===== config.mk =====
export PLATFORM = sky130hd
export DESIGN_NAME = process_id_table_engine_core
export DESIGN_NICKNAME = d
export VERILOG_FILES = /design/src/sv/pite_pkg.sv /design/src/sv/process_id_table_engine_core.sv
export SDC_FILE = /design/constraint.sdc
export NUM_CORES = 2
export LEC_CHECK = 0
export BUFFER_PORTS_ARGS = -buffer_cell sky130_fd_sc_hd__buf_2
export CORE_MARGIN = 2
export CORE_UTILIZATION = 55
export CTS_BUF_LIST = sky130_fd_sc_hd__clkbuf_2
export DETAILED_ROUTE_END_ITERATION = 6
export PLACE_DENSITY_LB_ADDON = 0.3
export SLEW_MARGIN = 20
export SYNTH_ARGS = -nofsm -noshare
export SYNTH_HDL_FRONTEND = slang
export SYNTH_SLANG_ARGS = --single-unit

===== constraint.sdc =====
create_clock -name clk -period 7.9 [get_ports clk]
set_input_delay 1.58 -clock clk [delete_from_list [all_inputs] [get_ports clk]]
set_output_delay 1.58 -clock clk [all_outputs]
set_load 0.01 [all_outputs]

===== src/sv/pite_pkg.sv =====
// Package for the process ID table engine: codes, slot record and controller states.
package pite_pkg;

    localparam int ID_W     = 6;
    localparam int CODE_W   = 8;
    localparam int WST_W    = 10;
    localparam int STAT_W   = 3;
    localparam int ID_RANGE = 64;

    // Request codes
    localparam logic [1:0] REQ_CREATE  = 2'd0;
    localparam logic [1:0] REQ_DESTROY = 2'd1;
    localparam logic [1:0] REQ_WAIT    = 2'd2;
    localparam logic [1:0] REQ_EXIT    = 2'd3;

    // Result status codes
    localparam logic [STAT_W-1:0] STAT_OK         = 3'd0;
    localparam logic [STAT_W-1:0] STAT_NO_FREE    = 3'd1;
    localparam logic [STAT_W-1:0] STAT_NO_PROC    = 3'd2;
    localparam logic [STAT_W-1:0] STAT_NOT_CHILD  = 3'd3;
    localparam logic [STAT_W-1:0] STAT_NOT_EXITED = 3'd4;

    // Allocation starts here; slot 0 is never handed out
    localparam int FIRST_ID = 1;
    // Reaping walk on exit starts here
    localparam int REAP_FIRST_ID = 2;
    // This ID counts as a child of any waiter other than itself and its own parent
    localparam logic [ID_W-1:0] ALWAYS_CHILD_ID = 6'd2;

    // One table entry; the status is kept as the raw code, shifted on read
    typedef struct packed {
        logic [ID_W-1:0]   parent;
        logic              exited;
        logic [CODE_W-1:0] code;
    } slot_entry_t;

    typedef enum logic [3:0] {
        S_IDLE,
        S_CREATE,
        S_DESTROY,
        S_WAIT_RC,
        S_WAIT_RT,
        S_WAIT_EV,
        S_EXIT_RC,
        S_EXIT_WR,
        S_EXIT_SCAN,
        S_EXIT_DRAIN,
        S_EXIT_PP,
        S_DONE
    } state_t;

endpackage


===== src/sv/process_id_table_engine_core.sv =====
// Process ID table engine: slot table memory, allocator, wait checks and exit reaping.
// Process ID table engine. Each request word (req_type, target_id, caller_id, parent_id,
// exit_code) gives exactly one result word (status, new_id, wait_status), in order. The
// table holds min(ID_SLOTS, 64) slots: a valid bit per slot in flip-flops cleared by reset,
// and parent, exited flag and exit code in a simple dual-port synchronous RAM (one read and
// one write port, read data registered). One request is worked at a time; req_stall is high
// from acceptance until the result has been moved into the output register. With
// N = min(ID_SLOTS, 64): create walks the valid bits from slot 1 upward, one slot per cycle,
// inspecting at most N - 1 slots; wait makes two RAM reads, caller then target; on exit the
// reaping walk reads one table entry per cycle through the RAM port from slot 2 to N - 1.
// A finished result waits in its own register, so the next request is taken while the
// previous result is still stalled downstream. The table needs no clearing pass: only the
// valid bits are reset, and an entry's data is used only while its valid bit is set, which
// only create does, as it writes the entry.
module process_id_table_engine_core #(
    parameter int ID_SLOTS = 64
) (
    input  logic                          clk,
    input  logic                          rst_n,

    input  logic                          req_valid,
    output logic                          req_stall,
    input  logic [1:0]                    req_type,
    input  logic [pite_pkg::ID_W-1:0]     target_id,
    input  logic [pite_pkg::ID_W-1:0]     caller_id,
    input  logic [pite_pkg::ID_W-1:0]     parent_id,
    input  logic [pite_pkg::CODE_W-1:0]   exit_code,

    output logic                          rsp_valid,
    input  logic                          rsp_stall,
    output logic [pite_pkg::STAT_W-1:0]   status,
    output logic [pite_pkg::ID_W-1:0]     new_id,
    output logic [pite_pkg::WST_W-1:0]    wait_status
);

    // Usable slots: IDs are 6 bits, so never more than 64
    localparam int LIM = (ID_SLOTS < pite_pkg::ID_RANGE) ? ID_SLOTS : pite_pkg::ID_RANGE;
    localparam int AW  = $clog2(LIM);
    localparam logic [pite_pkg::ID_W:0] LIM_W     = (pite_pkg::ID_W + 1)'(LIM);
    localparam logic [AW-1:0]           LAST_IDX  = AW'(LIM - 1);
    localparam logic [AW-1:0]           FIRST_IDX = AW'(pite_pkg::FIRST_ID);
    localparam logic [AW-1:0]           REAP_IDX  = AW'(pite_pkg::REAP_FIRST_ID);

    // ---------------------------------------------------------------- state
    pite_pkg::state_t state_reg, state_next;
    logic [LIM-1:0]   valid_reg, valid_next;
    logic             rsp_valid_reg, rsp_valid_next;
    logic             chk_vld_reg, chk_vld_next;

    // request word held for the duration of the job
    logic [pite_pkg::ID_W-1:0]   target_reg, target_next;
    logic [pite_pkg::ID_W-1:0]   caller_reg, caller_next;
    logic [pite_pkg::ID_W-1:0]   parent_reg, parent_next;
    logic [pite_pkg::CODE_W-1:0] code_reg, code_next;
    logic [1:0]                  type_reg, type_next;

    // walk index (create search, exit scan) and the index whose read data is back
    logic [AW-1:0] idx_reg, idx_next;
    logic [AW-1:0] chk_idx_reg, chk_idx_next;

    logic [pite_pkg::ID_W-1:0] cpar_reg, cpar_next;   // caller's parent (wait)
    logic [pite_pkg::ID_W-1:0] pp_reg, pp_next;       // caller's parent (exit)

    // pending result, then the output register
    logic [pite_pkg::STAT_W-1:0] res_status_reg, res_status_next;
    logic [pite_pkg::ID_W-1:0]   res_new_id_reg, res_new_id_next;
    logic [pite_pkg::WST_W-1:0]  res_wst_reg, res_wst_next;
    logic [pite_pkg::STAT_W-1:0] status_reg, status_next;
    logic [pite_pkg::ID_W-1:0]   new_id_reg, new_id_next;
    logic [pite_pkg::WST_W-1:0]  wst_reg, wst_next;

    // ---------------------------------------------------------------- table RAM
    pite_pkg::slot_entry_t slot_mem [LIM];
    pite_pkg::slot_entry_t rd_data_reg;
    pite_pkg::slot_entry_t mem_wdata;
    logic                  mem_we;
    logic [AW-1:0]         mem_waddr;
    logic [AW-1:0]         mem_raddr;

    always_ff @(posedge clk)
    begin
        if (mem_we)
        begin
            slot_mem[mem_waddr] <= mem_wdata;
        end
        rd_data_reg <= slot_mem[mem_raddr];
    end

    // ---------------------------------------------------------------- shared terms
    logic accept;
    logic out_free;
    logic target_live;
    logic caller_live;
    logic pp_live;
    logic create_hit;
    logic reap_hit;

    assign accept   = req_valid && (state_reg == pite_pkg::S_IDLE);
    assign out_free = !rsp_valid_reg || !rsp_stall;

    // a live ID is in range and has its valid bit set
    assign target_live = ({1'b0, target_reg} < LIM_W) && valid_reg[target_reg[AW-1:0]];
    assign caller_live = ({1'b0, caller_reg} < LIM_W) && valid_reg[caller_reg[AW-1:0]];
    assign pp_live     = ({1'b0, pp_reg} < LIM_W) && valid_reg[pp_reg[AW-1:0]];

    assign create_hit = !valid_reg[idx_reg];

    // exited child of the caller, seen in the cycle after its read was issued
    assign reap_hit = chk_vld_reg && valid_reg[chk_idx_reg]
                      && (rd_data_reg.parent == caller_reg) && rd_data_reg.exited;

    // ---------------------------------------------------------------- next state
    always_comb
    begin
        state_next = state_reg;
        case (state_reg)
            pite_pkg::S_IDLE:
            begin
                if (req_valid)
                begin
                    case (req_type)
                        pite_pkg::REQ_CREATE:  state_next = pite_pkg::S_CREATE;
                        pite_pkg::REQ_DESTROY: state_next = pite_pkg::S_DESTROY;
                        pite_pkg::REQ_WAIT:    state_next = pite_pkg::S_WAIT_RC;
                        pite_pkg::REQ_EXIT:    state_next = pite_pkg::S_EXIT_RC;
                        default:               state_next = pite_pkg::S_IDLE;
                    endcase
                end
            end
            pite_pkg::S_CREATE:
            begin
                if (create_hit || (idx_reg == LAST_IDX))
                begin
                    state_next = pite_pkg::S_DONE;
                end
            end
            pite_pkg::S_DESTROY:    state_next = pite_pkg::S_DONE;
            pite_pkg::S_WAIT_RC:    state_next = pite_pkg::S_WAIT_RT;
            pite_pkg::S_WAIT_RT:    state_next = pite_pkg::S_WAIT_EV;
            pite_pkg::S_WAIT_EV:    state_next = pite_pkg::S_DONE;
            pite_pkg::S_EXIT_RC:
            begin
                state_next = caller_live ? pite_pkg::S_EXIT_WR : pite_pkg::S_DONE;
            end
            pite_pkg::S_EXIT_WR:    state_next = pite_pkg::S_EXIT_SCAN;
            pite_pkg::S_EXIT_SCAN:
            begin
                if (idx_reg == LAST_IDX)
                begin
                    state_next = pite_pkg::S_EXIT_DRAIN;
                end
            end
            pite_pkg::S_EXIT_DRAIN: state_next = pite_pkg::S_EXIT_PP;
            pite_pkg::S_EXIT_PP:    state_next = pite_pkg::S_DONE;
            pite_pkg::S_DONE:
            begin
                if (out_free)
                begin
                    state_next = pite_pkg::S_IDLE;
                end
            end
            default:                state_next = pite_pkg::S_IDLE;
        endcase
    end

    // ---------------------------------------------------------------- datapath / outputs
    always_comb
    begin
        valid_next      = valid_reg;
        chk_vld_next    = 1'b0;
        chk_idx_next    = idx_reg;
        idx_next        = idx_reg;
        target_next     = target_reg;
        caller_next     = caller_reg;
        parent_next     = parent_reg;
        code_next       = code_reg;
        type_next       = type_reg;
        cpar_next       = cpar_reg;
        pp_next         = pp_reg;
        res_status_next = res_status_reg;
        res_new_id_next = res_new_id_reg;
        res_wst_next    = res_wst_reg;
        status_next     = status_reg;
        new_id_next     = new_id_reg;
        wst_next        = wst_reg;
        rsp_valid_next  = rsp_valid_reg && rsp_stall;
        mem_we          = 1'b0;
        mem_waddr       = idx_reg;
        mem_wdata       = rd_data_reg;
        mem_raddr       = idx_reg;

        case (state_reg)
            pite_pkg::S_IDLE:
            begin
                if (accept)
                begin
                    target_next     = target_id;
                    caller_next     = caller_id;
                    parent_next     = parent_id;
                    code_next       = exit_code;
                    type_next       = req_type;
                    idx_next        = FIRST_IDX;
                    res_status_next = pite_pkg::STAT_OK;
                    res_new_id_next = '0;
                    res_wst_next    = '0;
                end
            end
            pite_pkg::S_CREATE:
            begin
                if (create_hit)
                begin
                    valid_next[idx_reg] = 1'b1;
                    mem_we              = 1'b1;
                    mem_waddr           = idx_reg;
                    mem_wdata.parent    = parent_reg;
                    mem_wdata.exited    = 1'b0;
                    mem_wdata.code      = '0;
                    res_status_next     = pite_pkg::STAT_OK;
                    res_new_id_next     = pite_pkg::ID_W'(idx_reg);
                end
                else if (idx_reg == LAST_IDX)
                begin
                    res_status_next = pite_pkg::STAT_NO_FREE;
                end
                else
                begin
                    idx_next = idx_reg + 1'b1;
                end
            end
            pite_pkg::S_DESTROY:
            begin
                // out-of-range targets are ignored, result is ok regardless
                if ({1'b0, target_reg} < LIM_W)
                begin
                    valid_next[target_reg[AW-1:0]] = 1'b0;
                end
            end
            pite_pkg::S_WAIT_RC:
            begin
                mem_raddr = caller_reg[AW-1:0];
            end
            pite_pkg::S_WAIT_RT:
            begin
                cpar_next = rd_data_reg.parent;
                mem_raddr = target_reg[AW-1:0];
            end
            pite_pkg::S_WAIT_EV:
            begin
                // read data now holds the target's entry
                if (!target_live)
                begin
                    res_status_next = pite_pkg::STAT_NO_PROC;
                end
                else if ((caller_reg == target_reg)
                         || (caller_live && (cpar_reg == target_reg)))
                begin
                    res_status_next = pite_pkg::STAT_NOT_CHILD;
                end
                else if ((target_reg != pite_pkg::ALWAYS_CHILD_ID)
                         && (rd_data_reg.parent != caller_reg))
                begin
                    res_status_next = pite_pkg::STAT_NOT_CHILD;
                end
                else if (!rd_data_reg.exited)
                begin
                    res_status_next = pite_pkg::STAT_NOT_EXITED;
                end
                else
                begin
                    res_wst_next = {rd_data_reg.code, 2'b00};
                end
            end
            pite_pkg::S_EXIT_RC:
            begin
                mem_raddr = caller_reg[AW-1:0];
                if (!caller_live)
                begin
                    res_status_next = pite_pkg::STAT_NO_PROC;
                end
            end
            pite_pkg::S_EXIT_WR:
            begin
                // mark caller exited before the walk reads it back
                pp_next          = rd_data_reg.parent;
                mem_we           = 1'b1;
                mem_waddr        = caller_reg[AW-1:0];
                mem_wdata.parent = rd_data_reg.parent;
                mem_wdata.exited = 1'b1;
                mem_wdata.code   = code_reg;
                idx_next         = REAP_IDX;
            end
            pite_pkg::S_EXIT_SCAN:
            begin
                mem_raddr    = idx_reg;
                chk_vld_next = 1'b1;
                chk_idx_next = idx_reg;
                if (reap_hit)
                begin
                    valid_next[chk_idx_reg] = 1'b0;
                end
                if (idx_reg != LAST_IDX)
                begin
                    idx_next = idx_reg + 1'b1;
                end
            end
            pite_pkg::S_EXIT_DRAIN:
            begin
                mem_raddr = pp_reg[AW-1:0];
                if (reap_hit)
                begin
                    valid_next[chk_idx_reg] = 1'b0;
                end
            end
            pite_pkg::S_EXIT_PP:
            begin
                // caller survives only under a live, not yet exited parent
                if (!(pp_live && !rd_data_reg.exited))
                begin
                    valid_next[caller_reg[AW-1:0]] = 1'b0;
                end
            end
            pite_pkg::S_DONE:
            begin
                if (out_free)
                begin
                    rsp_valid_next = 1'b1;
                    status_next    = res_status_reg;
                    new_id_next    = res_new_id_reg;
                    wst_next       = res_wst_reg;
                end
            end
            default:
            begin
                rsp_valid_next = rsp_valid_reg && rsp_stall;
            end
        endcase
    end

    // ---------------------------------------------------------------- registers
    always_ff @(posedge clk or negedge rst_n)
    begin
        if (!rst_n)
        begin
            state_reg     <= pite_pkg::S_IDLE;
            valid_reg     <= '0;
            rsp_valid_reg <= 1'b0;
            chk_vld_reg   <= 1'b0;
        end
        else
        begin
            state_reg     <= state_next;
            valid_reg     <= valid_next;
            rsp_valid_reg <= rsp_valid_next;
            chk_vld_reg   <= chk_vld_next;
        end
    end

    always_ff @(posedge clk)
    begin
        target_reg     <= target_next;
        caller_reg     <= caller_next;
        parent_reg     <= parent_next;
        code_reg       <= code_next;
        type_reg       <= type_next;
        idx_reg        <= idx_next;
        chk_idx_reg    <= chk_idx_next;
        cpar_reg       <= cpar_next;
        pp_reg         <= pp_next;
        res_status_reg <= res_status_next;
        res_new_id_reg <= res_new_id_next;
        res_wst_reg    <= res_wst_next;
        status_reg     <= status_next;
        new_id_reg     <= new_id_next;
        wst_reg        <= wst_next;
    end

    assign req_stall   = (state_reg != pite_pkg::S_IDLE);
    assign rsp_valid   = rsp_valid_reg;
    assign status      = status_reg;
    assign new_id      = new_id_reg;
    assign wait_status = wst_reg;

    // ---------------------------------------------------------------- assertions
    // slot 0 is never allocated
    a_slot0_free: assert property (@(posedge clk) disable iff (!rst_n)
        !valid_reg[0])
        else $error("slot 0 became valid");

    // a new result is only loaded from the finishing state
    a_load_from_done: assert property (@(posedge clk) disable iff (!rst_n)
        $rose(rsp_valid_reg) |-> $past(state_reg == pite_pkg::S_DONE))
        else $error("result loaded outside finishing state");

    // a nonzero new ID only comes with an ok status and no wait status
    a_new_id_ok: assert property (@(posedge clk) disable iff (!rst_n)
        (rsp_valid && (new_id != '0)) |-> ((status == pite_pkg::STAT_OK)
                                           && (wait_status == '0)))
        else $error("new ID reported on a non-create result");

    // an allocation hit leaves the slot valid
    a_create_sets: assert property (@(posedge clk) disable iff (!rst_n)
        ((state_reg == pite_pkg::S_CREATE) && create_hit) |=> valid_reg[$past(idx_reg)])
        else $error("allocated slot not marked valid");

    // the reaping walk never visits slots below the first reapable ID
    a_scan_range: assert property (@(posedge clk) disable iff (!rst_n)
        (state_reg == pite_pkg::S_EXIT_SCAN) |-> (idx_reg >= REAP_IDX))
        else $error("exit scan index below reap start");

    // the request type is held unchanged while a request is in flight
    a_type_hold: assert property (@(posedge clk) disable iff (!rst_n)
        ((state_reg != pite_pkg::S_IDLE) && (state_next != pite_pkg::S_IDLE))
        |=> $stable(type_reg))
        else $error("request type changed mid-request");

endmodule

; After elaboration in Yosys (flattened, before gate mapping)
; Memories as Yosys holds them, arrays and structs flattened. A register that Yosys moved wholly into a read port is not among the register bits.
; Index checks and enable logic that the tools add are counted.
[word_totals]
reg_bits = 158
elab_cells = 176
out_inout_bits = 21
n_memories = 1
ramBits = 960
inputBits = 32
[mem_list]
columns = memory, words, width, rd, rd_ports_with_merged_regs, wr, line
row1 = slot_mem, 64, 15, 1, 1, 1, process_id_table_engine_core.sv:73  ; pite_pkg::slot_entry_t slot_mem [LIM];
[op_classes]
n_reduce_logical = 38
muxes = 63
n_lt_le_gt_ge = 9
bitwise = 7
eq_ne = 39
add_sub_neg = 1
[op_table]
columns = operator, count
row1 = $pmux W64 S4, 1
row2 = $and A64 B64 Y64, 3
row3 = $mux W64, 3
row4 = $not A64 Y64, 3
row5 = $or A64 B64 Y64, 1
row6 = $mux W10, 5
row7 = $mux W6, 7
row8 = $pmux W4 S10, 1
row9 = $lt A6 B7 Y1 const B, 5
row10 = $bmux W1 S6, 5
row11 = $ne A2 B2 Y1 const B, 15
row12 = $pmux W15 S2, 1
row13 = $demux W1 S6, 4
row14 = $ge A6 B1 Y1 const B, 4
row15 = $mux W3, 8
row16 = $pmux W6 S4, 1
row17 = $mux W4, 5
row18 = $pmux W10 S2, 1
row19 = $eq A6 B6 Y1, 3
row20 = $pmux W6 S3, 1
row21 = $eq A4 B3 Y1 const B, 4
row22 = $eq A4 B4 Y1 const B, 4
row23 = $pmux W4 S4, 1
row24 = $reduce_bool A4 Y1, 4
row25 = other kinds (30), 67

; Longest topological paths before layout
[logic_depth]
depth_word = 8
depth_mapped = 14
ltp_nobuf = 8

; Least setup slack after synthesis
; No wires, ideal clock.
[synth_path]
path_type = reg-to-reg
start = register idx_reg[2] (netlist: chk_idx_next[2])
end = memory slot_mem[0][7] in the netlist's numbering (data pin)
setup_time_ns = 0.701
stages_incl_launch_ff = 10
path_buffers = 4
t_arrival_ns = 4.467
synth_period_minus_slack_ns = 5.169
t_required_ns = 7.199
path_slack_ns = 2.731
cell_sequence = edfxtp_1 buf_1 buf_2 mux4_2 mux2i_1 o221ai_1 nor3_2 buf_2 buf_2 o21ai_0
[synth_lines]
columns = item, line
row1 = from (decl), process_id_table_engine_core.sv:58  ; logic [AW-1:0] idx_reg, idx_next;
row2 = from (signal assigned), process_id_table_engine_core.sv:365  ; idx_reg <= idx_next;
row3 = to (decl), process_id_table_engine_core.sv:73

; Final worst setup path
[layout_path]
start = register state_reg[2]
end = register, netlist name rd_data_reg[10]
[layout_via]
elab_chain_cells = 3
word_cells_on_any_way = 6
classes_between = 4 x eq/ne / 1 x mux / 1 x reduce/logical
[layout_rtl]
columns = item, line
row1 = from (decl), process_id_table_engine_core.sv:45  ; pite_pkg::state_t state_reg, state_next;
row2 = from (signal assigned), process_id_table_engine_core.sv:344  ; state_reg <= pite_pkg::S_IDLE;
row3 = from (signal assigned), process_id_table_engine_core.sv:351  ; state_reg <= state_next;
row4 = $eq A4 B3 Y1 or $eq A4 B2 Y1 (tied branches), process_id_table_engine_core.sv:192  ; case (state_reg)
row5 = $reduce_or A2 Y1 (no line), n/a
row6 = $pmux W6 S3 *, process_id_table_engine_core.sv:192
; Every way passes the cells marked *; elsewhere a longest branch is shown, timed or not.
; A chain may end at the register's enable or synchronous reset.

==> qor.txt <==
Outcome -> finished, violations left
Failing checks -> DRC
MaxCap Viol Count -> 0
Die area -> 0.0955 mm²
GRT Total Usage -> 0.361
Hold slack -> 0.263 ns
Seq/Total Area, Yosys -> 0.652
Clock-pin slew on the worst setup and hold paths -> 0.13 ns
Max FFs per register -> 960
Yosys cell types -> 84
Total number of vias -> 39207
Share of cells above drive strength 1 -> 0.187
Setup Viol. Count Final -> 0
CP Launch Type -> flip-flop
Fin crit period -> 5.58 ns
Yosys top cell by area -> edfxtp_1
RSZ-0062 raised after global routing -> false
FFs w/ async S/R, synth -> 0.0620
Clock buffer depth -> 4
Fin crit share -> 0.707
Synthesized area per cell -> 12.5 µm²
Synth Instances -> 4098
Area share of the largest cell type after synthesis -> 0.609
Multi-input gate area -> 0.0167 mm²
Vias in the first global route -> 36996
Largest net degree at the start of global routing -> 213
Hold crit path type -> in2async
Die W -> 309 µm
DR pass1 iterations -> 7
Most used cell, CP -> buf_4
Total Wirelength -> 174 mm
Setup CP Type -> reg2reg
Leak -> 19.3 nW
Hold Buf Count CTS -> 0
Nets -> 4275
Initial antenna violation count -> 6
Fmax -> 179 MHz
Core Rows -> 111
# H-tree levels -> 5
Drt first-iter violations -> 6243
P&R area growth vs syn -> 8.68%
Largest family of logic cells by synthesized area -> compound AO/OA/AOI/OAI gates
Largest cells by area after synthesis -> edfxtp_1, o21ai_0, dfrtp_1, a211oi_1, nand2_1
Slowest CP cell -> a2111oi_0
Post-CTS setup buffers -> 0
Tot Pwr -> 0.0245 W
Initial Util -> 0.557
CP Capture Type -> flip-flop
Worst-margin pin slew -> 1.21 ns
First-pass GRT wire length -> 251 mm
Worst-path maximum fanout -> 86
Seq. cell area -> 0.0333 mm²
Post-CTS resize count -> 0
Top_reg_cell synth -> edfxtp_1
Post-Synth Adder-Cell Area -> 0.000245
Via density per instance -> 6.90
Worst skew pair latency -> 1.54 ns
Yosys warnings -> 0
Die height -> 309 µm
Number of synthesized flops with an enable pin -> 1038
Syn Std Cell Area -> 0.0512 mm²
Max-slew violations -> 0
Mux contribution to synthesized area -> 0.0396
Simple-Gate Fraction of Synth Area -> 0.110
CTS Buf Count -> 303
Synth cell count leaders -> edfxtp_1, o21ai_0, nand2_1, clkbuf_1, nand3_1
ANT nets after route -> 0
DP Wirelength -> 106 mm
Wirelength per Cell -> 30.6 µm
Residual DRC count -> 4
PD cells -> 441 mW/mm²
Final Skew -> 0.165 ns
IO Port Bufs -> 50
Worst rel slew slack -> 0.186
Post-synthesis compound-gate area fraction -> 0.163
Count leader, synth -> edfxtp_1
CTS tree -> built
Gpl congestion -> 1.06
Xor/xnor share of the synthesized area -> 0.00428
Cells along the critical path -> nor4b_2, a21oi_2, buf_4, a21o_4, buf_4, buf_4, and3_1, a211oi_1, a311oi_1, a2111oi_0, nand4_1
Critical path arrival -> 6.87 ns
TNS Setup -> 0 ns
Total grt overflow -> 0
Core Region -> 0.0919 mm²
Register bit count reported by yosys -> 1129
Data required time of the critical path -> 9.19 ns
Peak VDD IR -> 0.398 mV
Hold Violations, Final -> 0
IO Count -> 53
Layout filler cell count -> 7307
Clock Sinks -> 1129
Clk root buf -> clkbuf_2
CP peak stage delay -> 1.06 ns
[metal layers]
layer  track usage  share of wire  up-vias
li1              -              -    16612
met1         0.475           0.37    19007
met2         0.531           0.44     2946
met3        0.0967           0.12      638
met4         0.239          0.071        4
met5             0        0.00016        -
[power breakdown]
part / leakage (nW) / switching [W] / total (W) / internal [W]
logic: 6.89 / 0.00891 / 0.0122 / 0.00329
registers: 10.5 / 0.000538 / 0.00841 / 0.00788
clock network: 1.97 / 0.00235 / 0.00390 / 0.00155
[logic make-up (layout without fill, tap and decap cells)]
kind of cell    Yosys count  after routing
fa+ha+maj                 1              1
mux                     146            146
xor+xnor                 25             25
simple gates           1150           1150
buf+inv                 393            729
other cells               1              9
compound gates         1253           1253
flops                  1129           1129
[per-stage QoR]
stage / area [µm²] / utilization / std cells / setup WS, ns
final: 55600 / 0.605 / 5685 / 2.32
after global routing: 55600 / 0.605 / 5684 / 2.23
after CTS: 55600 / 0.604 / 5678 / 2.48
after detailed placement: 53100 / 0.577 / 5180 / 2.50
after global placement: 53100 / 0.577 / 5180 / 2.47
after floorplan: 51200 / - / 4099 / 2.73
[final timing paths]
kind / slack (ns) / start / to / cells past startpoint
setup / recovery: 2.32 / state_reg[2] / rd_data_reg[10] / 11
hold / removal: 0.26 / rst_n / valid_reg[1] / 2
setup reg to reg: 2.32 / state_reg[2] / rd_data_reg[10] / 11
hold reg to reg: 0.42 / res_new_id_reg[4] / new_id[4] / 0
max in group asynchronous: 7.04 / rst_n / valid_reg[7] / 2
min in group clk: 0.28 / caller_id[2] / caller_reg[2] / 1
[critical path: cells and delay by family, from the launching register on]
family,cells,cell delay (ns)
compound gates,5,1.90
simple gates,3,1.34
buf+inv,3,1.16
flops,1,0.93
[final cells by class]
cell class	count	share of cell area
clock buffer	436	0.0392
antenna	7	0.000315
inverter	40	0.00270
clock inverter	62	0.00574
tap	1243	0.0280
multi-input combinational	2577	0.300
timing repair buffer	191	0.0245
sequential	1129	0.600
[cells in the final DEF (no fill, tap or decap), types with 15 or more instances in the layout]
cell	instances
a311oi_1	15
buf_2	50
mux2i_1	80
a41o_1	16
mux2_2	23
nand2_1	339
buf_4	136
mux4_2	43
and3_1	197
o21ai_0	375
nand2b_1	22
nor2b_1	25
nor2_1	125
clkinv_1	49
o31a_1	18
nand4_1	23
a2111oi_0	38
a21oi_1	160
o22ai_1	21
nor3_1	40
a211oi_1	216
o31ai_1	39
nand3_1	231
a31oi_1	86
a22oi_1	41
a221o_1	17
a31o_2	29
nor2_2	36
dfrtp_1	70
nor4_1	33
dfxtp_1	21
edfxtp_1	1038
inv_1	39
clkbuf_2	436
a221oi_1	20
(Power assumes the default switching activity.)
